File: config.mk
export PLATFORM = sky130hd
export DESIGN_NAME = base64_stream_encoder_top
export DESIGN_NICKNAME = d
export VERILOG_FILES = /design/src/rtl/b64e_pkg.sv /design/src/rtl/b64e_front.sv /design/src/rtl/b64e_queue.sv /design/src/rtl/b64e_back.sv /design/src/rtl/base64_stream_encoder_top.sv
export SDC_FILE = /design/constraint.sdc
export NUM_CORES = 1
export LEC_CHECK = 0
export BUFFER_PORTS_ARGS = -buffer_cell sky130_fd_sc_hd__buf_2
export CORE_MARGIN = 2
export CORE_UTILIZATION = 25
export CTS_BUF_LIST = sky130_fd_sc_hd__clkbuf_4 sky130_fd_sc_hd__clkbuf_8
export DETAILED_ROUTE_END_ITERATION = 7
export PLACE_DENSITY = 0.48
export SYNTH_ARGS = -nofsm -noshare
export SYNTH_HDL_FRONTEND = slang
export SYNTH_SLANG_ARGS = --single-unit
export TNS_END_PERCENT = 5
File: constraint.sdc
create_clock -name i_clk -period 2.37 [get_ports i_clk]
set_input_delay 0.237 -clock i_clk [delete_from_list [all_inputs] [get_ports i_clk]]
set_output_delay 0.237 -clock i_clk [all_outputs]
set_load 0.05 [all_outputs]
File: src/rtl/b64e_pkg.sv
`default_nettype none
// ----------------------------------------------------------------------------
// b64e_pkg
// Types, constants and the symbol-to-ASCII mapping shared by the base64
// stream encoder modules.
// ----------------------------------------------------------------------------
package b64e_pkg;

    localparam int unsigned QUEUE_DEPTH = 2;

    localparam logic [6:0] PAD_CHAR = 7'h3D;

    // Group position: bytes already taken in the current three-byte group
    localparam logic [1:0] PHASE_START = 2'd0;
    localparam logic [1:0] PHASE_ONE   = 2'd1;
    localparam logic [1:0] PHASE_TWO   = 2'd2;

    // One classified byte: the symbols it completes and how many characters
    // (symbols followed by pads) it produces
    typedef struct packed {
        logic [5:0] sym0;
        logic [5:0] sym1;
        logic       two_syms;   // sym1 is a symbol, not a pad slot
        logic [1:0] last_idx;   // characters in the job minus one
        logic       eot;        // last character closes the message
    } t_job;

    // Queue status seen by both sides
    typedef struct packed {
        logic full;
        logic empty;
    } t_q_stat;

    // Map a 6-bit symbol to its ASCII character
    function automatic logic [6:0] sym_to_ascii(input logic [5:0] s);
        logic [6:0] s7;
        s7 = {1'b0, s};
        if (s < 6'd26) begin
            return s7 + 7'h41;
        end else if (s < 6'd52) begin
            return s7 - 7'd26 + 7'h61;
        end else if (s < 6'd62) begin
            return s7 - 7'd52 + 7'h30;
        end else if (s == 6'd62) begin
            return 7'h2B;
        end else begin
            return 7'h2F;
        end
    endfunction

endpackage
`default_nettype wire

File: src/rtl/b64e_front.sv
`default_nettype none
// ----------------------------------------------------------------------------
// b64e_front
// Takes raw bytes, tracks the group position and leftover bits, and turns
// each byte into a character job for the queue.
// ----------------------------------------------------------------------------
module b64e_front
    import b64e_pkg::*;
(
    input  wire logic       i_clk,
    input  wire logic       i_rst_n,
    input  wire logic       i_valid,
    input  wire logic [7:0] i_byte,
    input  wire logic       i_final,
    input  wire t_q_stat    i_q_stat,
    output logic            o_ready,
    output logic            o_push,
    output t_job            o_job
);

    logic [1:0] r_phase, n_phase;
    logic [3:0] r_left,  n_left;

    assign o_ready = !i_q_stat.full;
    assign o_push  = i_valid && o_ready;

    // Classify the byte by group position
    always_comb begin
        o_job    = '0;
        n_phase  = r_phase;
        n_left   = r_left;
        case (r_phase)
            PHASE_ONE: begin
                o_job.sym0     = {r_left[1:0], i_byte[7:4]};
                o_job.sym1     = {i_byte[3:0], 2'b00};
                o_job.two_syms = i_final;
                o_job.last_idx = i_final ? 2'd2 : 2'd0;
                n_phase        = PHASE_TWO;
                n_left         = i_byte[3:0];
            end
            PHASE_TWO: begin
                o_job.sym0     = {r_left, i_byte[7:6]};
                o_job.sym1     = i_byte[5:0];
                o_job.two_syms = 1'b1;
                o_job.last_idx = 2'd1;
                n_phase        = PHASE_START;
                n_left         = 4'd0;
            end
            default: begin
                o_job.sym0     = i_byte[7:2];
                o_job.sym1     = {i_byte[1:0], 4'b0000};
                o_job.two_syms = i_final;
                o_job.last_idx = i_final ? 2'd3 : 2'd0;
                n_phase        = PHASE_ONE;
                n_left         = {2'b00, i_byte[1:0]};
            end
        endcase
        o_job.eot = i_final;
        // Return to group start at message end
        if (i_final) begin
            n_phase = PHASE_START;
            n_left  = 4'd0;
        end
    end

    // Advance the group state on each transfer
    always_ff @(posedge i_clk) begin
        if (!i_rst_n) begin
            r_phase <= PHASE_START;
            r_left  <= 4'd0;
        end else if (o_push) begin
            r_phase <= n_phase;
            r_left  <= n_left;
        end
    end

endmodule
`default_nettype wire

File: src/rtl/b64e_queue.sv
`default_nettype none
// ----------------------------------------------------------------------------
// b64e_queue
// Small FIFO of character jobs between the byte front and the character
// back end. DEPTH must be a power of two, at least two.
// ----------------------------------------------------------------------------
module b64e_queue
    import b64e_pkg::*;
#(
    parameter int unsigned DEPTH = QUEUE_DEPTH
) (
    input  wire logic i_clk,
    input  wire logic i_rst_n,
    input  wire logic i_push,
    input  wire t_job i_job,
    input  wire logic i_pop,
    output t_job      o_job,
    output t_q_stat   o_stat
);

    localparam int unsigned PW = $clog2(DEPTH);

    t_job          r_mem [DEPTH];
    logic [PW-1:0] r_wr_ptr;
    logic [PW-1:0] r_rd_ptr;
    logic [PW:0]   r_count;

    assign o_stat.full  = (r_count == (PW+1)'(DEPTH));
    assign o_stat.empty = (r_count == '0);
    assign o_job        = r_mem[r_rd_ptr];

    // Store incoming jobs
    always_ff @(posedge i_clk) begin
        if (i_push) begin
            r_mem[r_wr_ptr] <= i_job;
        end
    end

    // Move pointers and fill count
    always_ff @(posedge i_clk) begin
        if (!i_rst_n) begin
            r_wr_ptr <= '0;
            r_rd_ptr <= '0;
            r_count  <= '0;
        end else begin
            if (i_push) begin
                r_wr_ptr <= r_wr_ptr + 1'b1;
            end
            if (i_pop) begin
                r_rd_ptr <= r_rd_ptr + 1'b1;
            end
            case ({i_push, i_pop})
                2'b10:   r_count <= r_count + 1'b1;
                2'b01:   r_count <= r_count - 1'b1;
                default: r_count <= r_count;
            endcase
        end
    end

endmodule
`default_nettype wire

File: src/rtl/b64e_back.sv
`default_nettype none
// ----------------------------------------------------------------------------
// b64e_back
// Walks the head job into a registered output stage, one character per cycle
// while taken: symbols first, then '=' pads, end mark on the last of a message.
// ----------------------------------------------------------------------------
module b64e_back
    import b64e_pkg::*;
(
    input  wire logic       i_clk,
    input  wire logic       i_rst_n,
    input  wire t_job       i_job,
    input  wire t_q_stat    i_q_stat,
    output logic            o_pop,
    input  wire logic       i_ready,
    output logic            o_valid,
    output logic [6:0]      o_char,
    output logic            o_eot
);

    logic [1:0] r_pos,   n_pos;
    logic       r_valid, n_valid;
    logic [6:0] r_char,  n_char;
    logic       r_eot,   n_eot;
    logic       w_load;
    logic       w_is_last;
    logic [5:0] w_sym;

    assign w_load    = (!r_valid || i_ready) && !i_q_stat.empty;
    assign w_is_last = (r_pos == i_job.last_idx);
    assign o_pop     = w_load && w_is_last;
    assign w_sym     = r_pos[0] ? i_job.sym1 : i_job.sym0;

    // Pick the next character of the head job
    always_comb begin
        n_pos   = r_pos;
        n_valid = r_valid && !i_ready;
        n_char  = r_char;
        n_eot   = r_eot;
        if (w_load) begin
            n_valid = 1'b1;
            if (r_pos == 2'd0 || (r_pos == 2'd1 && i_job.two_syms)) begin
                n_char = sym_to_ascii(w_sym);
            end else begin
                n_char = PAD_CHAR;
            end
            n_eot = i_job.eot && w_is_last;
            n_pos = w_is_last ? 2'd0 : r_pos + 2'd1;
        end
    end

    // Hold the output stage until taken
    always_ff @(posedge i_clk) begin
        if (!i_rst_n) begin
            r_pos   <= 2'd0;
            r_valid <= 1'b0;
        end else begin
            r_pos   <= n_pos;
            r_valid <= n_valid;
        end
    end

    always_ff @(posedge i_clk) begin
        r_char <= n_char;
        r_eot  <= n_eot;
    end

    assign o_valid = r_valid;
    assign o_char  = r_char;
    assign o_eot   = r_eot;

endmodule
`default_nettype wire

File: src/rtl/base64_stream_encoder_top.sv
`default_nettype none
// ----------------------------------------------------------------------------
// base64_stream_encoder_top
// Streaming base64 encoder: one raw byte in, one ASCII character out per
// transfer, with '=' padding and an end mark on the last character.
// ----------------------------------------------------------------------------
//  channel   dir  tdata                      tlast
//  s_axis    in   [7:0] data_byte            final_byte
//  m_axis    out  [6:0] out_char, [7] zero   end_of_text
//
//  One character leaves per cycle while m_axis is ready; a byte yields 1 to 4
//  characters, so the output port sets the sustained byte rate (about 4
//  characters per 3 bytes). A byte's job is registered in the queue, and its
//  first character then in the output register.
//  The job queue (DEPTH entries, QUEUE_DEPTH by default) lets bytes enter while characters wait.
//  Synchronous active-low reset clears group state, queue and output valid.
// ----------------------------------------------------------------------------
module base64_stream_encoder_top
    import b64e_pkg::*;
#(
    parameter int unsigned DEPTH = QUEUE_DEPTH
) (
    input  wire logic       i_clk,
    input  wire logic       i_rst_n,
    input  wire logic       s_axis_tvalid,
    output logic            s_axis_tready,
    input  wire logic [7:0] s_axis_tdata,   // [7:0] data_byte
    input  wire logic       s_axis_tlast,
    output logic            m_axis_tvalid,
    input  wire logic       m_axis_tready,
    output logic [7:0]      m_axis_tdata,   // [6:0] out_char, [7] zero
    output logic            m_axis_tlast
);

    t_job    w_push_job;
    t_job    w_head_job;
    t_q_stat w_q_stat;
    logic    w_push;
    logic    w_pop;
    logic [6:0] w_char;

    b64e_front u_front (
        .i_clk    (i_clk),
        .i_rst_n  (i_rst_n),
        .i_valid  (s_axis_tvalid),
        .i_byte   (s_axis_tdata),
        .i_final  (s_axis_tlast),
        .i_q_stat (w_q_stat),
        .o_ready  (s_axis_tready),
        .o_push   (w_push),
        .o_job    (w_push_job)
    );

    b64e_queue #(
        .DEPTH (DEPTH)
    ) u_queue (
        .i_clk   (i_clk),
        .i_rst_n (i_rst_n),
        .i_push  (w_push),
        .i_job   (w_push_job),
        .i_pop   (w_pop),
        .o_job   (w_head_job),
        .o_stat  (w_q_stat)
    );

    b64e_back u_back (
        .i_clk    (i_clk),
        .i_rst_n  (i_rst_n),
        .i_job    (w_head_job),
        .i_q_stat (w_q_stat),
        .o_pop    (w_pop),
        .i_ready  (m_axis_tready),
        .o_valid  (m_axis_tvalid),
        .o_char   (w_char),
        .o_eot    (m_axis_tlast)
    );

    assign m_axis_tdata = {1'b0, w_char};

`ifndef SYNTH
    // Never write a full queue
    a_no_overflow: assert property (@(posedge i_clk) disable iff (!i_rst_n)
        !(w_push && w_q_stat.full))
        else $error("job queue overflow");

    // Never retire a job from an empty queue
    a_no_underflow: assert property (@(posedge i_clk) disable iff (!i_rst_n)
        !(w_pop && w_q_stat.empty))
        else $error("job queue underflow");

    // A full queue stalls the byte side on the next cycle unless a job retires
    a_full_stalls: assert property (@(posedge i_clk) disable iff (!i_rst_n)
        (w_q_stat.full && !w_pop) |=> !s_axis_tready)
        else $error("byte side not stalled on full queue");
`endif

endmodule
`default_nettype wire
==> results of run 1 <==
## per-layer routing
metal | share of wire (%) | up-vias | GRT usage (%)
met4 | 0.39 | 0 | 1.92
met1 | 52 | 780 | 12.6
met3 | 3.8 | 2 | 2.06
li1 | - | 887 | -
met5 | 0 | - | 0
met2 | 44 | 30 | 14.8
## state kept, by name, summed over array words and instances (netlist names), named ones only
register          count
u_back.o_char         7
u_back.o_eot          1
u_back.o_valid        1
u_back.r_pos          2
u_front.r_left        4
u_front.r_phase       2
u_queue.r_count       2
u_queue.r_mem        32
u_queue.r_rd_ptr      1
u_queue.r_wr_ptr      1
## what timing repair did
action                                  4_1_cts  5_1_grt
resized for setup                             1        3
hold buffers                                  0        0
endpoints found under the setup margin        1        5
## worst min-delay path: stages
cell	delay [ps]
buf_2	120
a22oi_1	70
nor2b_1	100
## final timing paths
check	from	slack, ps	end	depth (start not counted)
hold / removal	s_axis_tdata[1]	250	u_front.r_left[1]	3
hold reg to reg	u_back.r_pos[1]	470	u_back.r_pos[1]	2
setup / recovery	flop	160	u_back.o_char[1]	8
setup reg to reg	flop	160	u_back.o_char[1]	8
## cell usage after synthesis (7+ instances only)
cell / count
edfxtp_1: 40
nand2_1: 20
a22oi_1: 15
o21ai_0: 15
dfxtp_1: 14
ha_1: 12
inv_1: 12
nor2_1: 11
a21oi_1: 8
nor2b_1: 8
clkbuf_1: 7
xnor2_1: 7
## metrics by stage
| stage | total power [uW] | hold WS (ps) |
|---|---|---|
| 3_5_place_dp | 3420 | 458 |
| 3_3_place_gp | 3400 | 451 |
| 4_1_cts | 3970 | 225 |
| 6_report | 3920 | 247 |
| 5_1_grt | 4260 | 241 |
| 2_1_floorplan | 2910 | 336 |
## power by group
part           switching [uW]  total, uW  internal, uW
combinational            1180       1970           787
clock                     314        533           219
sequential               95.8       1420          1320
## cell families after synthesis
family | synth area share, %
other | 0.139
DFF | 55.1
AOI/OAI and AO/OA | 13.2
buffers and inverters | 4.19
adders and majority gates | 5.58
xor gates and xnor gates | 2.60
muxes | 8.09
and+or+nand+nor | 11.1
## area by class of cell
type	count	area (um2)	area share (%)
multi-input combinational	148	1090	35.1
clock inverter	3	28.8	0.923
tap	136	170	5.46
clock buffer	5	68.8	2.21
sequential	54	1490	47.7
inverter	12	45.0	1.45
timing repair buffer	37	223	7.15
==> run metrics, run 1 <==
outcome completed; critical path's slowest cell mux4_2; Initial Utilization 25.9%; commonest non-fill, non-tap cell in the layout edfxtp_1; Synth Flop Type edfxtp_1; DRC 0; # rows 37; detailed-router iteration count before antenna repair 4; Detail Route Antenna Nets 0; GR Overflow Total 0; register area share after synthesis 55.1%; Buffers on Ports 22; placed cell count 387; Synth top area share 44.7%; CP Class flop to flop; commonest cells after routing, fill and taps aside edfxtp_1, buf_2, nand2_1; Clock Path Buffers 2; CORE AREA 10,400 um2; vias after detailed routing 1,699; PwrDens 1260 nW/um2; crit-path leading delay family multiplexers; n_diodes 0; CTS sink cnt 54; crit path max fanout 7; Tmin final 2210 ps; die width 108 um; Max Clock Skew 7.62 ps; worst-path cell chain mux4_2 -> inv_1 -> ha_1 -> a21o_1 -> a21oi_4 -> buf_4 -> or3_1 -> a21oi_1; Synth area leader edfxtp_1; wire length per cell 12.4 um; Inserted Clock Buffers 5; drt total wl 4910 um; unrepaired setup endpoints after global routing false; Hold Vio Cnt, Final 0; DIE AREA 11,600 um2; Syn. warnings 0; Worst Path Buf+Inv 2; Die Y 108 um; GP Congestion 0.779; TritonCTS clock tree done; clk_lat worst skew 300 ps; EDFF count, synth 40; vias in the first global route 1,673; max cap viols 0; Total Nets Final 283; number of synthesized register bits 54; vias per cell 4.30; Clk pin slew, worst setup/hold paths 100 ps; largest net degree at the start of global routing 23; fin area 3120 um2; total track usage 9.17%; final setup vio count 0; area grow syn2layout 15.9%; H-tree depth 2; post-detail-place hpwl 3710 um; relative max-transition margin 62.6%; slowest stage delay, CP 540 ps; Final Cycle Share 93.1%; placed cell area 3020 um2; post-CTS setup buffers 0; Layout Cells excl Fill 395; Final Max Tran Viols 0; CTS Root Cell clkbuf_8; Max Fclk 0.453 GHz; syn_nets 250; io pins 24; cell area after synthesis 2690 um2; Fin Setup TNS 0 ps; Final Util 30.1%; Worst Hold Class primary input to flop; Post-synth ARST share 0%; WP data arrival 2360 ps; WP data required 2530 ps; initial antenna violation count 0; Worst-Margin Slew 560 ps; ratio of cells with drive above 1 in the final layout 22.8%; leak pwr 0.00113 uW; maximum vdd ir drop 0.605 mV; Setup WS post-layout 164 ps; FILL cells 1,087; CP startpoint kind flop; Mapped Cells 225; crit end category flop; first-pass GRT wire length 8450 um; Yosys cell types 40; mean area per synthesized cell 12.0 um2; top post-synthesis cells by area edfxtp_1, dfxtp_1, ha_1, a22oi_1, nand2_1; drt initial violations 119; Setup WS pre-CTS 39.0 ps
Note: power is estimated with default switching activity, not from simulation.
==> run 2: changes to the inputs <==
--- a/config.mk
+++ b/config.mk
@@ -5,10 +5,11 @@
 export SDC_FILE = /design/constraint.sdc
 export NUM_CORES = 1
 export LEC_CHECK = 0
+export ABC_AREA = 0
 export BUFFER_PORTS_ARGS = -buffer_cell sky130_fd_sc_hd__buf_2
 export CORE_MARGIN = 2
 export CORE_UTILIZATION = 25
-export CTS_BUF_LIST = sky130_fd_sc_hd__clkbuf_4 sky130_fd_sc_hd__clkbuf_8
+export CTS_BUF_LIST = sky130_fd_sc_hd__clkbuf_2
 export DETAILED_ROUTE_END_ITERATION = 7
 export PLACE_DENSITY = 0.48
 export SYNTH_ARGS = -nofsm -noshare
==> run 2 against run 1 <==
  * Utilization about the same
  * Sequential power about the same
  * Clock skew up 9.2 ps
  * Wire length up 0.24%
  * Sequential cell count unchanged
  * Hold slack worse by 160 ps
  * Design area about the same
  * Critical path type unchanged
  * Critical endpoint unchanged
  * Largest power group unchanged
==> run metrics, run 2 (synthesis results as in run 1) <==
outcome completed; Setup WS post-layout 81.5 ps (-82.1 ps); Register-to-Register Path Depth 9 (+1); Buffers on Ports 22 (unchanged); footprint of the multi-input gates 1110 um2 (+1.7%); # rows 37 (unchanged); placed cell count 387 (unchanged); Hold Path Cell Cnt 3 (unchanged); final setup vio count 0 (unchanged); hold_buf cts 0 (unchanged); R2R Setup Slk 80 ps (-80 ps); relative max-transition margin 62.6% (about the same); Setup WS pre-CTS 39.0 ps (unchanged); Max Clock Skew 16.8 ps (+9.19 ps); maximum vdd ir drop 0.633 mV (+4.5%); Tmin final 2290 ps (+82.1 ps); io pins 24 (unchanged); TritonCTS clock tree done; n_diodes 0 (unchanged); clk_lat worst skew 440 ps (+140 ps); HP Start s_axis_tdata[1]; area grow syn2layout 15.9% (about the same); vias in the first global route 1,676 (+0.18%); vias per cell 4.37 (+1.6%); Hold Path Sink u_front.r_left[1]; routed length on met2 2170 um (+0.37%); final hold slack 83.1 ps (-163 ps); drt initial violations 86 (-28%); crit end category flop; PwrDens 1240 nW/um2 (-1.5%); ratio of cells with drive above 1 in the final layout 24.4% (+1.6 points); Max Fclk 0.437 GHz (-3.6%); commonest non-fill, non-tap cell in the layout edfxtp_1; unrepaired setup endpoints after global routing true; crit path max fanout 7 (unchanged); leak pwr 0.00113 uW (+0.19%); die width 108 um (unchanged); GR Overflow Total 0 (unchanged); FILL cells 1,086 (-0.092%); CP Class flop to flop; Hold Vio Cnt, Final 0 (unchanged); CP startpoint kind flop; Initial Utilization 25.9% (unchanged); Layout Cells excl Fill 398 (+0.76%); GP Congestion 0.779 (unchanged); reg-to-reg endpoint u_back.o_char[1]; Final Cycle Share 96.6% (+3.5 points); commonest cells after routing, fill and taps aside edfxtp_1, buf_2, nand2_1; Largest Register u_queue.r_mem; Total Nets Final 286 (+1.1%); Detail Route Antenna Nets 0 (unchanged); Final Util 30.1% (about the same); CORE AREA 10,400 um2 (unchanged); FF/Latch Area 1490 um2 (unchanged); first-pass GRT wire length 8410 um (-0.40%); WP data required 2680 ps (+150 ps); Worst Hold Class primary input to flop; total track usage 9.22% (+0.051 points); Die Y 108 um (unchanged); drt total wl 4920 um (+0.24%); WP data arrival 2600 ps (+240 ps); Final Max Tran Viols 0 (unchanged); number of flip-flops in the largest register 32 (unchanged); Inserted Clock Buffers 5 (unchanged); DIE AREA 11,600 um2 (unchanged); vias after detailed routing 1,739 (+2.4%); post-detail-place hpwl 3710 um (unchanged); Post-Route M1 WL 2560 um (+0.67%); total power 3860 uW (-1.5%); top sig layer met4; detailed-router iteration count before antenna repair 4 (unchanged); CTS Root Cell clkbuf_2; CTS sink cnt 54 (unchanged); Worst-Margin Slew 561 ps (+0.457 ps); Clk pin slew, worst setup/hold paths 300 ps (+200 ps); met3 WL 166 um (-11%); wire length per cell 12.4 um (-0.51%); H-tree depth 2 (unchanged); max cap viols 0 (unchanged); DRC 0 (unchanged); largest net degree at the start of global routing 23 (unchanged); initial antenna violation count 0 (unchanged); Clock Path Buffers 2 (unchanged)
-- run 2: cell types whose count changed in the layout (fill, tap and decap cells not counted), sizes merged --
cell,change
buf,+3
-- run 2: stage by stage --
stage          TNS [ps]  cell area [um2]
3_5_place_dp          0             3020
5_1_grt           -51.2             3120
4_1_cts               0             3070
6_report              0             3120
2_1_floorplan      -486             2690
3_3_place_gp          0             3020
-- run 2: area by class of cell --
cell class                      instances  area share (%)
Sequential cell                        54            47.7
Multi-Input combinational cell        148            35.7
Timing Repair Buffer                   40            7.99
Tap cell                              136            5.46
Inverter                               12            1.44
Clock inverter                          3           0.923
Clock buffer                            5           0.803
-- run 2: worst max path at each step --
stage                     startpoint               end  slack, ps  depth (start not counted)
after floorplan                 flop  u_back.o_char[5]        -40                          7
after global placement          flop  u_back.o_char[5]         70                          6
after detailed placement        flop  u_back.o_char[1]         40                          8
after CTS                       flop  u_back.o_char[1]         40                          8
after global routing            flop  u_back.o_char[1]        -30                          9
final                           flop  u_back.o_char[1]         80                          9
-- run 2: timing repair --
| action | CTS | global route |
|---|---|---|
| setup endpoints to repair | 1 | 5 |
| gates resized for setup | 1 | 8 |
| cloned | 0 | 0 |
| buffers inserted | 0 | 3 |
| pin swaps | 0 | 1 |
-- run 2: per-layer routing --
| metal | vias up | GRT usage [%] |
|---|---|---|
| met5 | - | 0 |
| met4 | 0 | 2.47 |
| met3 | 4 | 2.24 |
| met2 | 27 | 14.9 |
| met1 | 811 | 12.3 |
| li1 | 897 | - |
-- run 2: worst max-delay path, stage by stage, from the launching register on --
cell and delay, ps:
dfxtp_4 450, buf_4 110, mux4_2 530, inv_2 110, ha_4 130, a21o_1 160, a21oi_4 70, buf_6 130
or3_1 340, a21oi_1 140
-- run 2: report_power, final --
part           internal (uW)  switching (uW)
combinational            834            1210
clock                   86.1             312
sequential              1320            94.6
total                   2240            1620
